--- config.mk ---
export PLATFORM = sky130hd
export DESIGN_NAME = fixed_point_iir_biquad_cascade_unit
export DESIGN_NICKNAME = d
export VERILOG_FILES = /design/src/hw/rtl/bqc_pkg.sv /design/src/hw/rtl/bqc_sequencer.sv /design/src/hw/rtl/bqc_datapath.sv /design/src/hw/rtl/fixed_point_iir_biquad_cascade_unit.sv
export SDC_FILE = /design/constraint.sdc
export NUM_CORES = 2
export LEC_CHECK = 0
export BUFFER_PORTS_ARGS = -buffer_cell sky130_fd_sc_hd__buf_2
export CAP_MARGIN = 20
export CORE_MARGIN = 4
export CORE_UTILIZATION = 65
export CTS_CLUSTER_DIAMETER = 100
export DETAILED_ROUTE_END_ITERATION = 16
export PLACE_DENSITY_LB_ADDON = 0.2
export SETUP_SLACK_MARGIN = 0.5
export SLEW_MARGIN = 20
export SYNTH_ARGS = -nofsm -noshare
export SYNTH_HDL_FRONTEND = slang
export SYNTH_HIERARCHICAL = 1
export SYNTH_SLANG_ARGS = --single-unit
--- constraint.sdc ---
create_clock -name clk -period 16 [get_ports clk]
set_clock_uncertainty 0.05 [all_clocks]
set_input_delay 1.6 -clock clk [delete_from_list [all_inputs] [get_ports clk]]
set_output_delay 1.6 -clock clk [all_outputs]
set_load 0.02 [all_outputs]
--- src/hw/rtl/bqc_pkg.sv ---
// Shared types, constants and the control store for the biquad cascade unit.
// Depends on nothing; every other file of the block imports it.
`default_nettype none

package bqc_pkg;

    localparam int FRAC_BITS = 30;
    localparam logic [63:0] ROUND_CONST = 64'(1) << (FRAC_BITS - 1);
    localparam logic signed [31:0] SAT_HIGH = 32'sd1073709056;
    localparam logic signed [31:0] SAT_LOW = -32'sd1073741824;

    typedef enum logic [1:0] {
        MODE_FIRST   = 2'd0,
        MODE_SAT2    = 2'd1,
        MODE_RAW2    = 2'd2,
        MODE_CASCADE = 2'd3
    } mode_t;

    typedef enum logic [2:0] {
        REG_MODE = 3'd0,
        REG_FF1  = 3'd1,
        REG_FB1  = 3'd2,
        REG_FF2  = 3'd3,
        REG_FB2  = 3'd4,
        REG_B2   = 3'd5
    } reg_idx_t;

    typedef enum logic [2:0] {
        OPA_X0 = 3'd0,
        OPA_X1 = 3'd1,
        OPA_X2 = 3'd2,
        OPA_Y1 = 3'd3,
        OPA_Y2 = 3'd4
    } opa_t;

    typedef enum logic [2:0] {
        CO_B0 = 3'd0,
        CO_B1 = 3'd1,
        CO_B2 = 3'd2,
        CO_A1 = 3'd3,
        CO_A2 = 3'd4
    } coef_sel_t;

    typedef enum logic [1:0] {
        ACC_HOLD = 2'd0,
        ACC_LOAD = 2'd1,
        ACC_ADD  = 2'd2
    } acc_op_t;

    typedef enum logic [1:0] {
        JMP_NEXT      = 2'd0,
        JMP_IF_FIRST  = 2'd1,
        JMP_IF_SINGLE = 2'd2
    } jump_t;

    typedef logic [3:0] step_t;

    localparam step_t STEP_S1_TAIL = 4'd5;
    localparam step_t STEP_EMIT    = 4'd14;

    typedef struct packed {
        logic      mul_en;
        opa_t      opa;
        coef_sel_t coef;
        logic      sec;
        acc_op_t   acc_op;
        logic      finish;
        logic      emit;
        jump_t     jump;
        step_t     target;
    } ucode_t;

    // Control bundle from the sequencer to the datapath.
    typedef struct packed {
        logic      load;
        logic      mul_en;
        opa_t      opa;
        coef_sel_t coef;
        logic      sec;
        acc_op_t   acc_op;
        logic      finish;
        logic      emit;
    } dp_ctrl_t;

    // Coefficients indexed by section.
    typedef struct packed {
        logic [1:0][31:0] b0;
        logic [1:0][31:0] b1;
        logic [1:0][31:0] b2;
        logic [1:0][31:0] a1;
        logic [1:0][31:0] a2;
    } coef_bank_t;

    function automatic ucode_t mk(logic mul_en, opa_t opa, coef_sel_t coef, logic sec,
                                  acc_op_t acc_op, logic finish, logic emit,
                                  jump_t jump, step_t target);
        ucode_t w;
        w.mul_en = mul_en;
        w.opa    = opa;
        w.coef   = coef;
        w.sec    = sec;
        w.acc_op = acc_op;
        w.finish = finish;
        w.emit   = emit;
        w.jump   = jump;
        w.target = target;
        return w;
    endfunction

    // Steps issue a product, accumulate the one issued the step before, or both; the finish and emit steps do neither.
    function automatic ucode_t ucode_rom(step_t step);
        ucode_t w;
        w = mk(1'b0, OPA_X0, CO_B0, 1'b0, ACC_HOLD, 1'b0, 1'b1, JMP_NEXT, '0);
        unique case (step)
            4'd0:  w = mk(1'b1, OPA_X0, CO_B0, 1'b0, ACC_HOLD, 1'b0, 1'b0, JMP_NEXT, '0);
            4'd1:  w = mk(1'b1, OPA_X1, CO_B1, 1'b0, ACC_LOAD, 1'b0, 1'b0, JMP_NEXT, '0);
            4'd2:  w = mk(1'b1, OPA_Y1, CO_A1, 1'b0, ACC_ADD, 1'b0, 1'b0, JMP_IF_FIRST,
                          STEP_S1_TAIL);
            4'd3:  w = mk(1'b1, OPA_X2, CO_B2, 1'b0, ACC_ADD, 1'b0, 1'b0, JMP_NEXT, '0);
            4'd4:  w = mk(1'b1, OPA_Y2, CO_A2, 1'b0, ACC_ADD, 1'b0, 1'b0, JMP_NEXT, '0);
            4'd5:  w = mk(1'b0, OPA_X0, CO_B0, 1'b0, ACC_ADD, 1'b0, 1'b0, JMP_NEXT, '0);
            4'd6:  w = mk(1'b0, OPA_X0, CO_B0, 1'b0, ACC_HOLD, 1'b1, 1'b0, JMP_IF_SINGLE,
                          STEP_EMIT);
            4'd7:  w = mk(1'b1, OPA_X0, CO_B0, 1'b1, ACC_HOLD, 1'b0, 1'b0, JMP_NEXT, '0);
            4'd8:  w = mk(1'b1, OPA_X1, CO_B1, 1'b1, ACC_LOAD, 1'b0, 1'b0, JMP_NEXT, '0);
            4'd9:  w = mk(1'b1, OPA_Y1, CO_A1, 1'b1, ACC_ADD, 1'b0, 1'b0, JMP_NEXT, '0);
            4'd10: w = mk(1'b1, OPA_X2, CO_B2, 1'b1, ACC_ADD, 1'b0, 1'b0, JMP_NEXT, '0);
            4'd11: w = mk(1'b1, OPA_Y2, CO_A2, 1'b1, ACC_ADD, 1'b0, 1'b0, JMP_NEXT, '0);
            4'd12: w = mk(1'b0, OPA_X0, CO_B0, 1'b1, ACC_ADD, 1'b0, 1'b0, JMP_NEXT, '0);
            4'd13: w = mk(1'b0, OPA_X0, CO_B0, 1'b1, ACC_HOLD, 1'b1, 1'b0, JMP_NEXT, '0);
            default: ;
        endcase
        return w;
    endfunction

endpackage

`default_nettype wire

--- src/hw/rtl/bqc_sequencer.sv ---
// Step counter and control-store sequencer for the biquad cascade unit.
// Depends on bqc_pkg for the control word layout and the program.
`default_nettype none

module bqc_sequencer
    import bqc_pkg::*;
(
    input  wire logic     clk,
    input  wire logic     rst_n,
    input  wire logic     in_valid,
    output logic          in_ready,
    output logic          out_valid,
    input  wire logic     out_ready,
    input  wire mode_t    mode,
    output dp_ctrl_t      ctrl
);

    logic   busy_reg, busy_next;
    step_t  step_reg, step_next;
    logic   out_valid_reg, out_valid_next;
    ucode_t uw;
    logic   stall;
    logic   accept;

    assign uw       = ucode_rom(step_reg);
    assign in_ready = !busy_reg;
    assign accept   = in_valid && !busy_reg;
    // The result step waits while the previous result has not been taken.
    assign stall    = uw.emit && out_valid_reg && !out_ready;
    assign out_valid = out_valid_reg;

    always_comb
    begin
        busy_next      = busy_reg;
        step_next      = step_reg;
        out_valid_next = out_valid_reg && !out_ready;
        ctrl           = '0;
        if (!busy_reg)
        begin
            ctrl.load = accept;
            if (accept)
            begin
                busy_next = 1'b1;
                step_next = '0;
            end
        end
        else if (!stall)
        begin
            ctrl.mul_en = uw.mul_en;
            ctrl.opa    = uw.opa;
            ctrl.coef   = uw.coef;
            ctrl.sec    = uw.sec;
            ctrl.acc_op = uw.acc_op;
            ctrl.finish = uw.finish;
            ctrl.emit   = uw.emit;
            if (uw.emit)
            begin
                busy_next      = 1'b0;
                out_valid_next = 1'b1;
            end
            else
            begin
                unique case (uw.jump)
                    JMP_IF_FIRST:
                        step_next = (mode == MODE_FIRST) ? uw.target : step_reg + 4'd1;
                    JMP_IF_SINGLE:
                        step_next = (mode != MODE_CASCADE) ? uw.target : step_reg + 4'd1;
                    default:
                        step_next = step_reg + 4'd1;
                endcase
            end
        end
    end

    always_ff @(posedge clk or negedge rst_n)
    begin
        if (!rst_n)
        begin
            busy_reg      <= 1'b0;
            step_reg      <= '0;
            out_valid_reg <= 1'b0;
        end
        else
        begin
            busy_reg      <= busy_next;
            step_reg      <= step_next;
            out_valid_reg <= out_valid_next;
        end
    end

endmodule

`default_nettype wire

--- src/hw/rtl/bqc_datapath.sv ---
// Shared multiply-accumulate datapath, section histories and result register.
// Depends on bqc_pkg; driven by bqc_sequencer.
`default_nettype none

module bqc_datapath
    import bqc_pkg::*;
(
    input  wire logic        clk,
    input  wire logic        rst_n,
    input  wire dp_ctrl_t    ctrl,
    input  wire logic        hist_clear,
    input  wire mode_t       mode,
    input  wire coef_bank_t  coefs,
    input  wire logic [31:0] sample_in,
    output logic [31:0]      sample_out
);

    logic [31:0]            x_cur_reg;
    logic [1:0][1:0][31:0]  xh_reg;
    logic [1:0][1:0][31:0]  yh_reg;
    logic signed [63:0]     prod_reg;
    logic [63:0]            acc_reg;
    logic [31:0]            out_reg;
    logic [31:0]            opa;
    logic [31:0]            opb;
    logic [63:0]            rounded;
    logic signed [63:0]     shifted;
    logic [31:0]            y0;
    logic signed [31:0]     cur_s;
    logic [31:0]            result;

    always_comb
    begin
        case (ctrl.opa)
            OPA_X1:  opa = xh_reg[ctrl.sec][0];
            OPA_X2:  opa = xh_reg[ctrl.sec][1];
            OPA_Y1:  opa = yh_reg[ctrl.sec][0];
            OPA_Y2:  opa = yh_reg[ctrl.sec][1];
            default: opa = x_cur_reg;
        endcase
        case (ctrl.coef)
            CO_B1:   opb = coefs.b1[ctrl.sec];
            CO_B2:   opb = coefs.b2[ctrl.sec];
            CO_A1:   opb = coefs.a1[ctrl.sec];
            CO_A2:   opb = coefs.a2[ctrl.sec];
            default: opb = coefs.b0[ctrl.sec];
        endcase
    end

    assign rounded = acc_reg + ROUND_CONST;
    assign shifted = $signed(rounded) >>> FRAC_BITS;
    assign y0      = shifted[31:0];

    // Clamping applies to the returned value in every mode but MODE_RAW2.
    assign cur_s = $signed(x_cur_reg);
    always_comb
    begin
        if (mode == MODE_RAW2)
            result = x_cur_reg;
        else if (cur_s > SAT_HIGH)
            result = SAT_HIGH;
        else if (cur_s < SAT_LOW)
            result = SAT_LOW;
        else
            result = x_cur_reg;
    end

    always_ff @(posedge clk)
    begin
        if (ctrl.load)
            x_cur_reg <= sample_in;
        else if (ctrl.finish)
            x_cur_reg <= y0;
        if (ctrl.mul_en)
            prod_reg <= $signed(opa) * $signed(opb);
        case (ctrl.acc_op)
            ACC_LOAD: acc_reg <= prod_reg;
            ACC_ADD:  acc_reg <= acc_reg + prod_reg;
            default:  ;
        endcase
        if (ctrl.emit)
            out_reg <= result;
    end

    always_ff @(posedge clk or negedge rst_n)
    begin
        if (!rst_n)
        begin
            xh_reg <= '0;
            yh_reg <= '0;
        end
        else if (hist_clear)
        begin
            xh_reg <= '0;
            yh_reg <= '0;
        end
        else if (ctrl.finish)
        begin
            xh_reg[ctrl.sec][1] <= xh_reg[ctrl.sec][0];
            xh_reg[ctrl.sec][0] <= x_cur_reg;
            yh_reg[ctrl.sec][1] <= yh_reg[ctrl.sec][0];
            yh_reg[ctrl.sec][0] <= y0;
        end
    end

    assign sample_out = out_reg;

endmodule

`default_nettype wire

--- src/hw/rtl/fixed_point_iir_biquad_cascade_unit.sv ---
// Top level of the fixed-point biquad cascade: configuration registers and wiring.
// Depends on bqc_pkg, bqc_sequencer and bqc_datapath.
//
//   Channel   Signals                          Direction
//   input     in_valid, in_ready, sample_in    sample transactions into the filter
//   output    out_valid, out_ready, sample_out filtered sample transactions out
//   config    cfg_we, cfg_index, cfg_data      register writes, no wait
//
// One shared 32x32 multiplier runs a microprogram of one step per cycle unless a
// result not yet taken stalls it. First-order mode skips the x2 and y2 terms and
// only the cascade runs section two; no sample is taken until the result is out.
// Reset restores mode 1, zero coefficients and zero histories; any register write
// clears the histories. A result not yet taken holds the sequencer at its last step.
`default_nettype none

module fixed_point_iir_biquad_cascade_unit
    import bqc_pkg::*;
(
    input  wire logic        clk,
    input  wire logic        rst_n,
    input  wire logic        in_valid,
    output logic             in_ready,
    input  wire logic [31:0] sample_in,
    output logic             out_valid,
    input  wire logic        out_ready,
    output logic [31:0]      sample_out,
    input  wire logic        cfg_we,
    input  wire logic [2:0]  cfg_index,
    input  wire logic [63:0] cfg_data
);

    mode_t       mode_reg;
    logic [63:0] ff1_reg;
    logic [63:0] fb1_reg;
    logic [63:0] ff2_reg;
    logic [63:0] fb2_reg;
    logic [63:0] b2_reg;
    logic        hist_clear;
    coef_bank_t  coefs;
    dp_ctrl_t    ctrl;

    assign hist_clear = cfg_we && (cfg_index <= REG_B2);

    always_ff @(posedge clk or negedge rst_n)
    begin
        if (!rst_n)
        begin
            mode_reg <= MODE_SAT2;
            ff1_reg  <= '0;
            fb1_reg  <= '0;
            ff2_reg  <= '0;
            fb2_reg  <= '0;
            b2_reg   <= '0;
        end
        else if (cfg_we)
        begin
            unique case (reg_idx_t'(cfg_index))
                REG_MODE: mode_reg <= mode_t'(cfg_data[1:0]);
                REG_FF1:  ff1_reg  <= cfg_data;
                REG_FB1:  fb1_reg  <= cfg_data;
                REG_FF2:  ff2_reg  <= cfg_data;
                REG_FB2:  fb2_reg  <= cfg_data;
                REG_B2:   b2_reg   <= cfg_data;
                default:  ;
            endcase
        end
    end

    always_comb
    begin
        coefs.b0[0] = ff1_reg[31:0];
        coefs.b1[0] = ff1_reg[63:32];
        coefs.a1[0] = fb1_reg[31:0];
        coefs.a2[0] = fb1_reg[63:32];
        coefs.b2[0] = b2_reg[31:0];
        coefs.b0[1] = ff2_reg[31:0];
        coefs.b1[1] = ff2_reg[63:32];
        coefs.a1[1] = fb2_reg[31:0];
        coefs.a2[1] = fb2_reg[63:32];
        coefs.b2[1] = b2_reg[63:32];
    end

    bqc_sequencer u_seq (
        .clk       (clk),
        .rst_n     (rst_n),
        .in_valid  (in_valid),
        .in_ready  (in_ready),
        .out_valid (out_valid),
        .out_ready (out_ready),
        .mode      (mode_reg),
        .ctrl      (ctrl)
    );

    bqc_datapath u_dp (
        .clk        (clk),
        .rst_n      (rst_n),
        .ctrl       (ctrl),
        .hist_clear (hist_clear),
        .mode       (mode_reg),
        .coefs      (coefs),
        .sample_in  (sample_in),
        .sample_out (sample_out)
    );

endmodule

`default_nettype wire
## Word level (Yosys, flattened, before mapping)

Index checks and enable logic that the tools add are counted.

| word-level totals | value |
|---|---|
| register bits after elaboration | 776 |
| input port bits | 104 |

| operators by class | value |
|---|---|
| add/subtract/negate cells | 3 |
| multiply operators | 1 |
| magnitude comparators | 5 |
| equal/unequal tests | 34 |
| multiplexer cells | 52 |
| reduce and logical (&&, ||, !) cells | 22 |

Operators by type and width:

| operator | number |
|---|---|
| bitwise mux 128 bit | 4 |
| two-way mux 128 bit | 4 |
| two-way mux 32 bit | 16 |
| two-way mux 64 bit | 5 |
| one-hot mux 32 bit (4 select lines) | 2 |
| one-hot mux 18 bit (14 select lines) | 1 |
| demux 64 bit (select 1 bit) | 2 |
| one-hot mux 64 bit (2 select lines) | 1 |
| adder 64 bit | 1 |
| multiplier 32 x 32 -> 64 bit | 1 |
| adder 62 x 30 -> 62 bit (second input constant) | 1 |
| > comparator 32 x 31 -> 1 bit (second input constant) | 1 |
| < comparator 32 x 31 -> 1 bit (second input constant) | 1 |
| == test 4 bit (second input constant) | 6 |
| two-way mux 12 bit | 2 |
| two-way mux 4 bit | 6 |
| == test 3 x 2 -> 1 bit (second input constant) | 6 |
| == test 4 x 3 -> 1 bit (second input constant) | 4 |
| == test 3 bit (second input constant) | 4 |
| AND reduction 2 bit | 6 |
| == test 3 x 1 -> 1 bit (second input constant) | 3 |
| == test 4 x 2 -> 1 bit (second input constant) | 2 |
| two-way mux 1 bit | 8 |
| one-hot mux 4 bit (2 select lines) | 1 |
| 15 further kinds | 29 |

## Logic depth before layout (Yosys ltp)

| depth | value |
|---|---|
| depth in word-level cells | 14 |
| depth in mapped cells | 43 |
| gate-level depth less buffers | 37 |

## Cells and area by module

Netlist, hierarchy kept.

Modules (own cells, without submodules):

| module | instances | cells each | area an instance (um2) | seq. area each (um2) |
|---|---|---|---|---|
| bqc_datapath | 1 | 6122 | 60052.6 | 12051.6 |
| fixed_point_iir_biquad_cascade_unit | 1 | 686 | 12821.0 | 8059.0 |
| bqc_sequencer | 1 | 89 | 718.2 | 150.1 |

## Least setup slack after synthesis

No wires, ideal clock.

| path | value |
|---|---|
| path kind | reg2reg |
| start point | register u_seq.step_reg[0] |
| end point | register u_dp.prod_reg[53] (data pin) |
| library setup time | 0.262 ns |
| arrival time | 9.922 ns |
| required time | 15.688 ns |
| path slack | 5.766 ns |
| stages on the path, launching flop included | 37 |
| cell sequence | dfrtp_1 > inv_1 > ha_1 > or3_1 > a21oi_1 > a311oi_1 > buf_2 > buf_2 > buf_4 > buf_2 > mux2i_1 > o22ai_1 > a2111oi_0 > buf_2 > nor2_1 > fa_1 > fa_1 > inv_1 > fa_1 > inv_1 > fa_1 > inv_1 > fa_1 > inv_1 > fa_1 > fa_1 > inv_1 > fa_1 > inv_1 > ha_1 > o21ai_0 > o21bai_1 > a211oi_1 > o21ai_4 > a31oi_4 > o21bai_1 > xor2_1 |

RTL lines:

| element | RTL line | source |
|---|---|---|
| start: declaration | bqc_sequencer.sv:19 | `step_t step_reg, step_next;` |
| start signal: assignment | bqc_sequencer.sv:86 | `step_reg <= step_next;` |
| end signal: assignment | bqc_datapath.sv:75 | `prod_reg <= $signed(opa) * $signed(opb);` |
| end: declaration | bqc_datapath.sv:21 | `logic signed [63:0] prod_reg;` |

==> metrics <==
Overall Global Routing Usage=37.1%; final net count=8270; first-pass GRT wire length=around 330000 um; Worst EP arrival=12280 ps; register area share after synthesis=between 20 and 30%; adder-cell share of the synthesized area=around a third; TNS Setup=0 ps; post-CTS setup buffers=0; layout cells sized above 1=around an eighth; Post-Syn Area=approximately 74000 um^2; clock root buffer=clkbuf_16; DRT Pass-1 Iters=8; Via density=6.34; filler cell count=8240; vias in the first global route=56500; Crit Path Max Fanout=57; CP Buf/Inv Count=4; Post-Syn Nets=a little over 8000; initial antenna violation count=9; die area=119000 um^2; FF+latch count, synth=roughly 770; DRT Wirelength=around 210000 um; post-synthesis compound-gate area fraction=roughly a tenth; largest net degree at the start of global routing=about 140; design area=78600 um^2; yosys warns=6; post-synthesis xor/xnor area fraction=1.82%; CP top delay family=adder cells; Placed Instances=8267; number of top-level pins=138; status=completed; headroom to the max-slew limit=between 20% and 30%; largest family of logic cells by synthesized area=adder cells; Post-synth EDFFs=roughly 190; ANT nets after route=0; RSZ-0062 raised after global routing=false; width of the die=approximately 340 um; DR iter-0 viols=5513; Worst path most repeated cell=fa_1; Slew @ Worst Pin=1200 ps; CP max stage delay=~880 ps; Setup Crit Path Kind=register to register; CTS buffer count=83; final core utilization=69.9%; DPL Wire Length=158000 um; H-tree Lvls=3; hold-fix buffers at CTS=0; CP startpoint kind=register; Hold Violations, Final=0; Vias=53400; clk sinks=772; CTS Buffer Depth=3; share of the synthesized area in the top cell type=28.9%; clock latency on the worst-skew pair=about 730 ps; Syn Area/Cell=approximately 11 um^2; fin. max-slew vios=0; CTS tree=yes; worst hold path class=register to register; Fmax=0.0841 GHz; number of remaining DRC errors=0; post-synthesis mux area share=10.2%; Finished Layout Cells=around 8400; largest cells by area after synthesis=fa_1 (29%), dfrtp_1 (20%), edfxtp_1 (7.7%); Max Cap Violations=0; Netlist cell types=104; P&R area growth vs syn=6.85%; Critical Path End Type=register; Final Cycle Share=between 70 and 80%; Post-synth ARST share=around 76%; # resized after CTS=0; Setup Viol. Count Final=0; Synth Area in Simple Gates=9.40%; Routed wire per std cell=approximately 25 um; Final min period=~12000 ps; gr ovfl total=0; dominant synthesized flop cell=dfrtp_1; Vert. Die Dim=344 um; Worst EP required=16390 ps; CP max-delay cell=a2111o_1; Area after DPL=75700 um^2; clk slew on worst S/H paths=70 ps; Yosys top cell by area=fa_1; Syn Inst Count=a little under 7000; area of the core=112000 um^2; Port Buffers=137; Cell Rows=123; GP Congestion=0.958; Starting Density=65.4%
layer usage:
layer / vias up / track usage, % / routed length [um]
met5: - / 0 / 0
met4: 0 / 20.2 / 14000
met3: 778 / 10.3 / 24500
met2: 3056 / 56.7 / 95800
met1: 27200 / 48.5 / 79600
li1: 22400 / - / -
metrics by stage:
stage	hold WS (ps)	worst slack [ps]
detailed placement	437	4180
CTS	453	4130
finish	451	4110
floorplan	417	5770
global route	459	3430
global placement	431	4070
layout by cell type (no fill, tap or decap), types with 180 or more instances in the layout:
master and n:
a22o_1 197, nand2_1 671, fa_1 1063, edfxtp_1 188, inv_1 1074, nor2_1 575
dfrtp_1 583, ha_1 249, mux2_2 224, mux2i_1 226, mux2_4 180
cells in the mapped netlist, drive strengths merged, types with 137 or more instances:
| cell | n |
|---|---|
| inv | 1075 |
| fa | 1063 |
| nand2 | 671 |
| dfrtp | 583 |
| mux2 | 404 |
| ha | 250 |
| nor2 | 577 |
| o21ai | 142 |
| a21oi | 137 |
| buf | 148 |
| edfxtp | 188 |
| a22o | 197 |
| mux2i | 226 |
| clkbuf | 240 |
final timing paths:
| check | cells after the start | end | from | slack [ps] |
|---|---|---|---|---|
| max | 30 | u_dp/prod_reg[58] | u_seq/step_reg[0] | 4110 |
| min | 1 | u_dp/yh_reg[115] | u_dp/yh_reg[83] | 450 |
| max reg2reg | 30 | u_dp/prod_reg[58] | u_seq/step_reg[0] | 4110 |
| min reg2reg | 1 | u_dp/yh_reg[115] | u_dp/yh_reg[83] | 450 |
| max in group asynchronous | 4 | u_dp/yh_reg[28] | rst_n | 12430 |
| min in group asynchronous | 1 | fb2_reg[57] | rst_n | 730 |
logic make-up (layout without fill, tap and decap cells):
| kind of cell | after synthesis | in the layout |
|---|---|---|
| muxes | 630 | 630 |
| AOI/OAI and AO/OA | 965 | 965 |
| other | 0 | 7 |
| xor gates and xnor gates | 153 | 153 |
| and+or+nand+nor | 1599 | 1599 |
| DFF | 772 | 772 |
| adders and majority gates | 1313 | 1313 |
| buffers and inverters | 1465 | 1490 |
area by class of cell:
class,instances,area (um^2),area share (%)
Multi-Input combinational cell,4660,47900,61.0
Clock inverter,42,495,0.630
Tap cell,1500,1880,2.39
Sequential cell,772,20300,25.8
Clock buffer,112,2370,3.01
Timing Repair Buffer,259,1630,2.07
Inverter,1077,4040,5.14
Antenna cell,7,17.5,0.0223
Power is not shown: default switching activity piles up to over one toggle a cycle in this logic, so the estimate is an artifact.
